## src/hw/rtl/tpc_pkg.sv

```systemverilog
// ----------------------------------------------------------------------------
// tpc_pkg
// shared types and step codes for the temperature and pressure compensation
// ----------------------------------------------------------------------------
`timescale 1ns / 1ps
`default_nettype none

package tpc_pkg;

    localparam int StepW = 4;

    // temperature sequence
    localparam logic [StepW-1:0] T_V1   = 4'd0;
    localparam logic [StepW-1:0] T_SQ   = 4'd1;
    localparam logic [StepW-1:0] T_V2   = 4'd2;
    localparam logic [StepW-1:0] T_FINE = 4'd3;
    localparam logic [StepW-1:0] T_OUT  = 4'd4;

    // pressure sequence
    localparam logic [StepW-1:0] P_V1   = 4'd0;
    localparam logic [StepW-1:0] P_SQ   = 4'd1;
    localparam logic [StepW-1:0] P_V2A  = 4'd2;
    localparam logic [StepW-1:0] P_V2B  = 4'd3;
    localparam logic [StepW-1:0] P_V2C  = 4'd4;
    localparam logic [StepW-1:0] P_V1A  = 4'd5;
    localparam logic [StepW-1:0] P_V1B  = 4'd6;
    localparam logic [StepW-1:0] P_DVS  = 4'd7;
    localparam logic [StepW-1:0] P_NUM  = 4'd8;
    localparam logic [StepW-1:0] P_QUOT = 4'd9;
    localparam logic [StepW-1:0] P_W1A  = 4'd10;
    localparam logic [StepW-1:0] P_W1B  = 4'd11;
    localparam logic [StepW-1:0] P_W2   = 4'd12;
    localparam logic [StepW-1:0] P_OUT  = 4'd13;

    // register indexes
    localparam logic [1:0] REG_TEMP      = 2'd0;
    localparam logic [1:0] REG_PRESS_LO  = 2'd1;
    localparam logic [1:0] REG_PRESS_HI  = 2'd2;
    localparam logic [1:0] REG_PRESS_P9  = 2'd3;

    localparam logic KIND_TEMP  = 1'b0;
    localparam logic KIND_PRESS = 1'b1;

    localparam logic [31:0] FINE_OFFSET  = 32'd64000;
    localparam logic [31:0] DIVS_OFFSET  = 32'd32768;
    localparam logic [31:0] ADC_FULL     = 32'd1048576;
    localparam logic [31:0] PRESS_SCALE  = 32'd3125;
    localparam logic [31:0] ROUND_HALF   = 32'd128;
    localparam logic [31:0] SIGN_BIT     = 32'h8000_0000;
    localparam logic [31:0] TEMP_SCALE   = 32'd5;

    typedef struct packed {
        logic             load;
        logic             run;
        logic             div_run;
        logic [StepW-1:0] step;
    } tpc_cmd_t;

    typedef struct packed {
        logic kind;
        logic div_done;
        logic div_zero;
    } tpc_sts_t;

endpackage

`default_nettype wire

```

## src/hw/rtl/tpc_ctrl.sv

```systemverilog
// ----------------------------------------------------------------------------
// tpc_ctrl
// sequencer that steps the datapath through one compensation transaction
// ----------------------------------------------------------------------------
`timescale 1ns / 1ps
`default_nettype none

module tpc_ctrl
    import tpc_pkg::*;
(
    input  wire logic     clk,
    input  wire logic     rst_n,
    input  wire logic     s_tvalid,
    output logic          s_tready,
    output logic          m_tvalid,
    input  wire logic     m_tready,
    input  wire tpc_sts_t sts,
    output tpc_cmd_t      cmd
);

    typedef enum logic [3:0] {
        S_IDLE = 4'b0001,
        S_RUN  = 4'b0010,
        S_DIV  = 4'b0100,
        S_OUT  = 4'b1000
    } state_t;

    state_t           state_reg, state_next;
    logic [StepW-1:0] step_reg, step_next;

    always_ff @(posedge clk or negedge rst_n)
    begin
        if (!rst_n)
        begin
            state_reg <= S_IDLE;
            step_reg  <= '0;
        end
        else
        begin
            state_reg <= state_next;
            step_reg  <= step_next;
        end
    end

    always_comb
    begin
        state_next  = state_reg;
        step_next   = step_reg;
        cmd         = '0;
        cmd.step    = step_reg;
        s_tready    = 1'b0;
        m_tvalid    = 1'b0;
        case (state_reg)
            S_IDLE:
            begin
                s_tready = 1'b1;
                if (s_tvalid)
                begin
                    cmd.load   = 1'b1;
                    step_next  = '0;
                    state_next = S_RUN;
                end
            end
            S_RUN:
            begin
                cmd.run   = 1'b1;
                step_next = step_reg + 1'b1;
                if (sts.kind == KIND_TEMP)
                begin
                    if (step_reg == T_OUT)
                        state_next = S_OUT;
                end
                else if (step_reg == P_NUM)
                begin
                    state_next = sts.div_zero ? S_OUT : S_DIV;
                end
                else if (step_reg == P_OUT)
                begin
                    state_next = S_OUT;
                end
            end
            S_DIV:
            begin
                cmd.div_run = 1'b1;
                if (sts.div_done)
                    state_next = S_RUN;
            end
            S_OUT:
            begin
                m_tvalid = 1'b1;
                if (m_tready)
                    state_next = S_IDLE;
            end
            default:
            begin
                state_next = S_IDLE;
            end
        endcase
    end

endmodule

`default_nettype wire

```

## src/hw/rtl/tpc_datapath.sv

```systemverilog
// ----------------------------------------------------------------------------
// tpc_datapath
// coefficient registers, shared 32x32 multiplier and radix-2 divider
// ----------------------------------------------------------------------------
`timescale 1ns / 1ps
`default_nettype none

module tpc_datapath
    import tpc_pkg::*;
(
    input  wire logic        clk,
    input  wire logic        rst_n,
    input  wire logic        cfg_we,
    input  wire logic [1:0]  cfg_index,
    input  wire logic [63:0] cfg_data,
    input  wire logic        in_kind,
    input  wire logic [23:0] in_raw,
    input  wire tpc_cmd_t    cmd,
    output tpc_sts_t         sts,
    output logic             out_kind,
    output logic [31:0]      out_temp,
    output logic [31:0]      out_press
);

    function automatic logic [31:0] asr(input logic [31:0] v, input logic [4:0] n);
        asr = $unsigned($signed(v) >>> n);
    endfunction

    function automatic logic [31:0] sx(input logic [15:0] v);
        sx = {{16{v[15]}}, v};
    endfunction

    logic [47:0] tc_reg;
    logic [63:0] pl_reg, ph_reg;
    logic [15:0] p9_reg;
    logic [31:0] fine_reg, fine_next;
    logic        kind_reg;
    logic [19:0] adc_reg;
    logic [31:0] ra_reg, ra_next, rb_reg, rb_next, rc_reg, rc_next, rd_reg, rd_next;
    logic [31:0] q_reg, q_next, rem_reg, rem_next;
    logic [4:0]  cnt_reg, cnt_next;
    logic        dbl_reg, dbl_next;
    logic [31:0] temp_reg, temp_next, press_reg, press_next;

    logic [31:0] ma, mb, prod, num, adc32, t1;
    logic [32:0] rem_sh;
    logic        ge;

    assign adc32 = {12'd0, adc_reg};
    assign t1    = {16'd0, tc_reg[15:0]};
    assign prod  = ma * mb;
    assign num   = prod;

    assign rem_sh = {rem_reg, q_reg[31]};
    assign ge     = rem_sh >= {1'b0, rd_reg};

    assign sts.kind     = kind_reg;
    assign sts.div_zero = (rd_reg == '0);
    assign sts.div_done = cmd.div_run && (cnt_reg == 5'd31);

    assign out_kind  = kind_reg;
    assign out_temp  = temp_reg;
    assign out_press = press_reg;

    always_ff @(posedge clk or negedge rst_n)
    begin
        if (!rst_n)
        begin
            tc_reg   <= '0;
            pl_reg   <= '0;
            ph_reg   <= '0;
            p9_reg   <= '0;
            fine_reg <= '0;
        end
        else
        begin
            if (cfg_we)
            begin
                case (cfg_index)
                    REG_TEMP:     tc_reg <= cfg_data[47:0];
                    REG_PRESS_LO: pl_reg <= cfg_data;
                    REG_PRESS_HI: ph_reg <= cfg_data;
                    REG_PRESS_P9: p9_reg <= cfg_data[15:0];
                    default:      p9_reg <= p9_reg;
                endcase
            end
            fine_reg <= fine_next;
        end
    end

    always_ff @(posedge clk)
    begin
        if (cmd.load)
        begin
            kind_reg <= in_kind;
            adc_reg  <= in_raw[23:4];
        end
        ra_reg    <= ra_next;
        rb_reg    <= rb_next;
        rc_reg    <= rc_next;
        rd_reg    <= rd_next;
        q_reg     <= q_next;
        rem_reg   <= rem_next;
        cnt_reg   <= cnt_next;
        dbl_reg   <= dbl_next;
        temp_reg  <= temp_next;
        press_reg <= press_next;
    end

    always_comb
    begin
        ma         = '0;
        mb         = '0;
        fine_next  = fine_reg;
        ra_next    = ra_reg;
        rb_next    = rb_reg;
        rc_next    = rc_reg;
        rd_next    = rd_reg;
        q_next     = q_reg;
        rem_next   = rem_reg;
        cnt_next   = cnt_reg;
        dbl_next   = dbl_reg;
        temp_next  = temp_reg;
        press_next = press_reg;

        if (cmd.div_run)
        begin
            cnt_next = cnt_reg + 1'b1;
            if (ge)
            begin
                rem_next = rem_sh[31:0] - rd_reg;
                q_next   = {q_reg[30:0], 1'b1};
            end
            else
            begin
                rem_next = rem_sh[31:0];
                q_next   = {q_reg[30:0], 1'b0};
            end
        end
        else if (cmd.run && kind_reg == KIND_TEMP)
        begin
            case (cmd.step)
                T_V1:
                begin
                    ma      = {15'd0, adc_reg[19:3]} - (t1 << 1);
                    mb      = sx(tc_reg[31:16]);
                    ra_next = asr(prod, 5'd11);
                end
                T_SQ:
                begin
                    ma      = {16'd0, adc_reg[19:4]} - t1;
                    mb      = ma;
                    rb_next = asr(prod, 5'd12);
                end
                T_V2:
                begin
                    ma      = rb_reg;
                    mb      = sx(tc_reg[47:32]);
                    rb_next = asr(prod, 5'd14);
                end
                T_FINE:
                begin
                    fine_next = ra_reg + rb_reg;
                end
                T_OUT:
                begin
                    ma         = fine_reg;
                    mb         = TEMP_SCALE;
                    temp_next  = asr(prod + ROUND_HALF, 5'd8);
                    press_next = '0;
                end
                default:
                begin
                    ma = '0;
                end
            endcase
        end
        else if (cmd.run)
        begin
            case (cmd.step)
                P_V1:
                begin
                    ra_next = asr(fine_reg, 5'd1) - FINE_OFFSET;
                end
                P_SQ:
                begin
                    ma      = asr(ra_reg, 5'd2);
                    mb      = ma;
                    rb_next = prod;
                end
                P_V2A:
                begin
                    ma      = asr(rb_reg, 5'd11);
                    mb      = sx(ph_reg[31:16]);
                    rc_next = prod;
                end
                P_V2B:
                begin
                    ma      = ra_reg;
                    mb      = sx(ph_reg[15:0]);
                    rc_next = rc_reg + (prod << 1);
                end
                P_V2C:
                begin
                    rc_next = asr(rc_reg, 5'd2) + (sx(pl_reg[63:48]) << 16);
                end
                P_V1A:
                begin
                    ma      = sx(pl_reg[47:32]);
                    mb      = asr(rb_reg, 5'd13);
                    rd_next = asr(prod, 5'd3);
                end
                P_V1B:
                begin
                    ma      = sx(pl_reg[31:16]);
                    mb      = ra_reg;
                    rd_next = asr(rd_reg + asr(prod, 5'd1), 5'd18);
                end
                P_DVS:
                begin
                    ma      = DIVS_OFFSET + rd_reg;
                    mb      = {16'd0, pl_reg[15:0]};
                    rd_next = asr(prod, 5'd15);
                end
                P_NUM:
                begin
                    ma       = (ADC_FULL - adc32) - asr(rc_reg, 5'd12);
                    mb       = PRESS_SCALE;
                    dbl_next = (num >= SIGN_BIT);
                    q_next   = (num >= SIGN_BIT) ? num : (num << 1);
                    rem_next = '0;
                    cnt_next = '0;
                    if (rd_reg == '0)
                    begin
                        temp_next  = '0;
                        press_next = '0;
                    end
                end
                P_QUOT:
                begin
                    rb_next = dbl_reg ? (q_reg << 1) : q_reg;
                end
                P_W1A:
                begin
                    ma      = {3'd0, rb_reg[31:3]};
                    mb      = ma;
                    ra_next = {13'd0, prod[31:13]};
                end
                P_W1B:
                begin
                    ma      = sx(p9_reg);
                    mb      = ra_reg;
                    ra_next = asr(prod, 5'd12);
                end
                P_W2:
                begin
                    ma      = {2'd0, rb_reg[31:2]};
                    mb      = sx(ph_reg[63:48]);
                    rc_next = asr(prod, 5'd13);
                end
                P_OUT:
                begin
                    temp_next  = '0;
                    press_next = rb_reg + asr(ra_reg + rc_reg + sx(ph_reg[47:32]), 5'd4);
                end
                default:
                begin
                    ma = '0;
                end
            endcase
        end
    end

endmodule

`default_nettype wire

```

## src/hw/rtl/temp_pressure_compensation_unit.sv

```systemverilog
// ----------------------------------------------------------------------------
// temp_pressure_compensation_unit
// integer compensation of raw barometric sensor readings
// ----------------------------------------------------------------------------
// One reading is handled at a time. A temperature transaction runs five
// sequencer steps (four of them on the shared 32x32 multiplier) before its
// result is offered. A pressure transaction runs fourteen steps (ten on the
// multiplier) with the radix-2 divider between steps P_NUM and P_QUOT; when
// the divisor comes out zero, the divider and the later steps are skipped
// and a zero result is offered after P_NUM. The next reading is accepted in
// the cycle after the result is taken.
// Coefficients must be written through the cfg port only while the block is
// idle; the block itself does not enforce this.
`timescale 1ns / 1ps
`default_nettype none

module temp_pressure_compensation_unit
    import tpc_pkg::*;
(
    input  wire logic        clk,
    input  wire logic        rst_n,
    input  wire logic        s_tvalid,
    output logic             s_tready,
    input  wire logic [23:0] s_tdata,   // raw_reading
    input  wire logic        s_tuser,   // func
    output logic             m_tvalid,
    input  wire logic        m_tready,
    output logic [63:0]      m_tdata,   // temperature_centi, pressure_pa
    output logic             m_tuser,   // kind
    input  wire logic        cfg_valid,
    output logic             cfg_ready,
    input  wire logic [1:0]  cfg_index,
    input  wire logic [63:0] cfg_data
);

    tpc_cmd_t    cmd;
    tpc_sts_t    sts;
    logic [31:0] out_temp, out_press;

    assign cfg_ready = 1'b1;
    assign m_tdata   = {out_press, out_temp};

    tpc_ctrl u_ctrl (
        .clk      (clk),
        .rst_n    (rst_n),
        .s_tvalid (s_tvalid),
        .s_tready (s_tready),
        .m_tvalid (m_tvalid),
        .m_tready (m_tready),
        .sts      (sts),
        .cmd      (cmd)
    );

    tpc_datapath u_dp (
        .clk       (clk),
        .rst_n     (rst_n),
        .cfg_we    (cfg_valid && cfg_ready),
        .cfg_index (cfg_index),
        .cfg_data  (cfg_data),
        .in_kind   (s_tuser),
        .in_raw    (s_tdata),
        .cmd       (cmd),
        .sts       (sts),
        .out_kind  (m_tuser),
        .out_temp  (out_temp),
        .out_press (out_press)
    );

endmodule

`default_nettype wire

```

## config.mk

```make
export PLATFORM = sky130hd
export DESIGN_NAME = temp_pressure_compensation_unit
export DESIGN_NICKNAME = d
export VERILOG_FILES = /design/src/hw/rtl/tpc_pkg.sv /design/src/hw/rtl/tpc_ctrl.sv /design/src/hw/rtl/tpc_datapath.sv /design/src/hw/rtl/temp_pressure_compensation_unit.sv
export SDC_FILE = /design/constraint.sdc
export NUM_CORES = 2
export LEC_CHECK = 0
export ABC_AREA = 1
export BUFFER_PORTS_ARGS = -buffer_cell sky130_fd_sc_hd__clkbuf_2
export CAP_MARGIN = 0
export CORE_MARGIN = 3
export CORE_UTILIZATION = 50
export CTS_BUF_LIST = sky130_fd_sc_hd__clkbuf_2
export DETAILED_ROUTE_END_ITERATION = 10
export GPL_TIMING_DRIVEN = 1
export HOLD_SLACK_MARGIN = 0.05
export MAX_ROUTING_LAYER = met4
export PLACE_DENSITY_LB_ADDON = 0.2
export SKIP_LAST_GASP = 1
export SLEW_MARGIN = 15
export SYNTH_ARGS = -nofsm -noshare
export SYNTH_HDL_FRONTEND = slang
export SYNTH_HIERARCHICAL = 1
export SYNTH_SLANG_ARGS = --single-unit
export TNS_END_PERCENT = 50
```

## constraint.sdc

```tcl
create_clock -name clk -period 30.5 [get_ports clk]
set_clock_uncertainty 0.15 [all_clocks]
set_input_delay 1.525 -clock clk [delete_from_list [all_inputs] [get_ports clk]]
set_output_delay 1.525 -clock clk [all_outputs]
set_load 0.01 [all_outputs]
```

==> results_dict.tcl <==
set metrics [dict create \
    status "completed" \
    drcViolationCount 0 \
    relSlewSlack_pct 15.1 \
    dieArea_um2 112000 \
    finalHoldViolCount 0 \
    port-buffer-count 158 \
    critPathSlowestCell "nand2_2" \
    fin_nets 8320 \
    reg2reg_depth 45 \
    ioPinCount 164 \
    wl_per_cell_um 25.7 \
    grt_max_degree 129 \
    grt_pass1_vias 50600 \
    dr.pass1.iters 7 \
    place_congestion 1.04 \
    num_vias 53200 \
    cts_buffers 145 \
    r2r_slack_ps 15340 \
    min_delay_path_depth 3 \
    setup_violations 0 \
    cpPeakStageDelay_ps 1020 \
    fin_tns_setup_ps 0 \
    final_cell_mix "nand2_1, inv_1, o21ai_0, nor2_1, fa_1" \
    layout_commonest_cell "nand2_1" \
    routed_via_density 5.94 \
    holdWs_ps 200 \
    drt-initial-drc-count 6435 \
    crit_type "register to register" \
    m1WireLength_um 92500 \
    cts.clk_slew.worst_paths_ps 100 \
    clkSinkCount 504 \
    die_h_um 335 \
    rsz0062_at_grt "no" \
    drtAntennaViolNets 0 \
    end_kind "register" \
    finalPower_mw 3.79 \
    cts_tree "done" \
    drive_gt1_share_pct 8.19 \
    highest_layer "met4" \
    yosysUniqueCellTypes 64 \
    grt_pass1_wl_um 334000 \
    coreArea_um2 107000 \
    synthesis.nets 8113 \
    fin_area_um2 58500 \
    dp_hpwl_um 178000 \
    hp-class "primary input to register" \
    tightest_slew_ps 1270 \
    syn_avg_cell_area_um2 7.51 \
    netlist_area_um2 54100 \
    fmax_mhz 65.9 \
    min_period_ps 15160 \
    routed-wl-met2_um 95000 \
    ys.flop_type "edfxtp_1" \
    synth_edf_count 272 \
    grt_overflow 0 \
    met3_length_um 28800 \
    ys_seq_elements 504 \
    crit_arrival_ps 16190 \
    power.density_nw_per_um2 64.9 \
    crit_top_cell "fa_1" \
    crit_path_max_fanout 29 \
    async_flop_share_pct 46.0 \
    cp.required_ps 31530 \
    p_leak_nw 29.0 \
    htreeDepth 4 \
    antenna_found_initial 17 \
    ir_drop_uv 46.6 \
    clockBufferDepth 3 \
    finalCritPeriodShare_pct 49.7 \
    syn_inst 7203 \
    syn2layout_area_growth_pct 8.06 \
    start_util_pct 50.5 \
    slew_viol_final 0 \
    cts_root_buffer "clkbuf_2" \
    yosys_warnings 6 \
    cp-start-kind "register" \
    grtUsageTotal_pct 42.0 \
    std_cell_rows 120 \
    clk_latency_ps 1560 \
    drt-total-wl_um 230000 \
    ys_seq_area_share_pct 25.8 \
    die_w_um 335 \
    cap_viol_max_count 0 \
    place_area_um2 56600 \
    cts_setup_buffers 0 \
]
[report_power, final]
part / switching, mW / internal (mW) / total (mW)
Sequential: 0.122 / 0.840 / 0.963
Clock: 0.342 / 0.207 / 0.548
Combinational: 1.61 / 0.674 / 2.28
[final cells by class]
cell class                      count  area (um^2)
Antenna cell                       21         52.6
Fill cell                       10700        48700
Clock inverter                     50          317
Timing Repair Buffer              321         2160
Clock buffer                      207         1040
Tap cell                         1403         1760
Sequential cell                   504        14000
Multi-Input combinational cell   5268        34800
Inverter                         1170         4400
[synth_stat cells (27+ instances only)]
| master | instances | area [um^2] |
|---|---|---|
| clkbuf_1 | 182 | 683 |
| ha_1 | 369 | 4620 |
| xor2_1 | 86 | 753 |
| nand4_1 | 77 | 482 |
| xnor2_1 | 50 | 438 |
| o22ai_1 | 33 | 206 |
| a221oi_1 | 31 | 272 |
| a21oi_1 | 438 | 2190 |
| o221ai_1 | 41 | 359 |
| nand2_1 | 1882 | 7060 |
| nor3_1 | 53 | 265 |
| dfrtp_1 | 231 | 5780 |
| fa_1 | 445 | 8910 |
| nand3_1 | 323 | 1620 |
| o211ai_1 | 43 | 323 |
| inv_1 | 1123 | 4220 |
| nand3b_1 | 31 | 233 |
| nor2_1 | 492 | 1850 |
| edfxtp_1 | 272 | 8170 |
| buf_2 | 43 | 215 |
| or2_2 | 40 | 250 |
| inv_2 | 27 | 101 |
| o21ai_0 | 589 | 2950 |
[kinds of logic (layout without fill, tap and decap cells)]
family	Yosys count	in the layout	share of synthesized area, %
AOI/OAI and AO/OA	1347	1347	14.0
muxes	16	16	0.296
DFF	504	504	25.8
other	1	22	0.00693
adders and majority gates	814	814	25.0
xor gates and xnor gates	136	136	2.20
buffers and inverters	1431	1748	10.2
and+or+nand+nor	2954	2954	22.5
[metal layers]
layer	vias up	GRT usage (%)
li1	23900	-
met4	0	21.1
met3	668	13.1
met5	-	-
met1	25500	54.9
met2	3025	58.6
[path summary, 6_finish.rpt]
kind,startpoint,endpoint
min,cfg_data[42],u_dp/ph_reg[42]
min reg2reg,u_dp/pl_reg[36],u_dp/pl_reg[36]
min in group asynchronous,rst_n,u_dp/ph_reg[48]
max reg2reg,u_ctrl/step_reg[1],u_dp/rd_reg[13]
max,u_ctrl/step_reg[1],u_dp/rd_reg[13]
max in group asynchronous,rst_n,u_dp/fine_reg[27]
[through the flow]
stage / worst slack [ps] / instances / utilization [%]
floorplan: 18580 / 7203 / -
global placement: 15840 / 8616 / 52.8
detailed placement: 15860 / 8616 / 52.8
CTS: 15730 / 8923 / 54.5
global route: 14830 / 8943 / 54.5
finish: 15340 / 8944 / 54.5
[what timing repair did]
action                    4_1_cts  5_1_grt
hold buffers                   50        0
gates resized for setup         0        0
hold endpoints to repair      178        0
[critical path: cells and delay by family (launching register included)]
kind                       cells  cell delay, ps
buffers and inverters         11            2740
adders and majority gates     10            4980
DFF                            1             670
AOI/OAI and AO/OA              9            1290
and+or+nand+nor               15            4970
No activity file was read; power rests on OpenSTA's default activity.
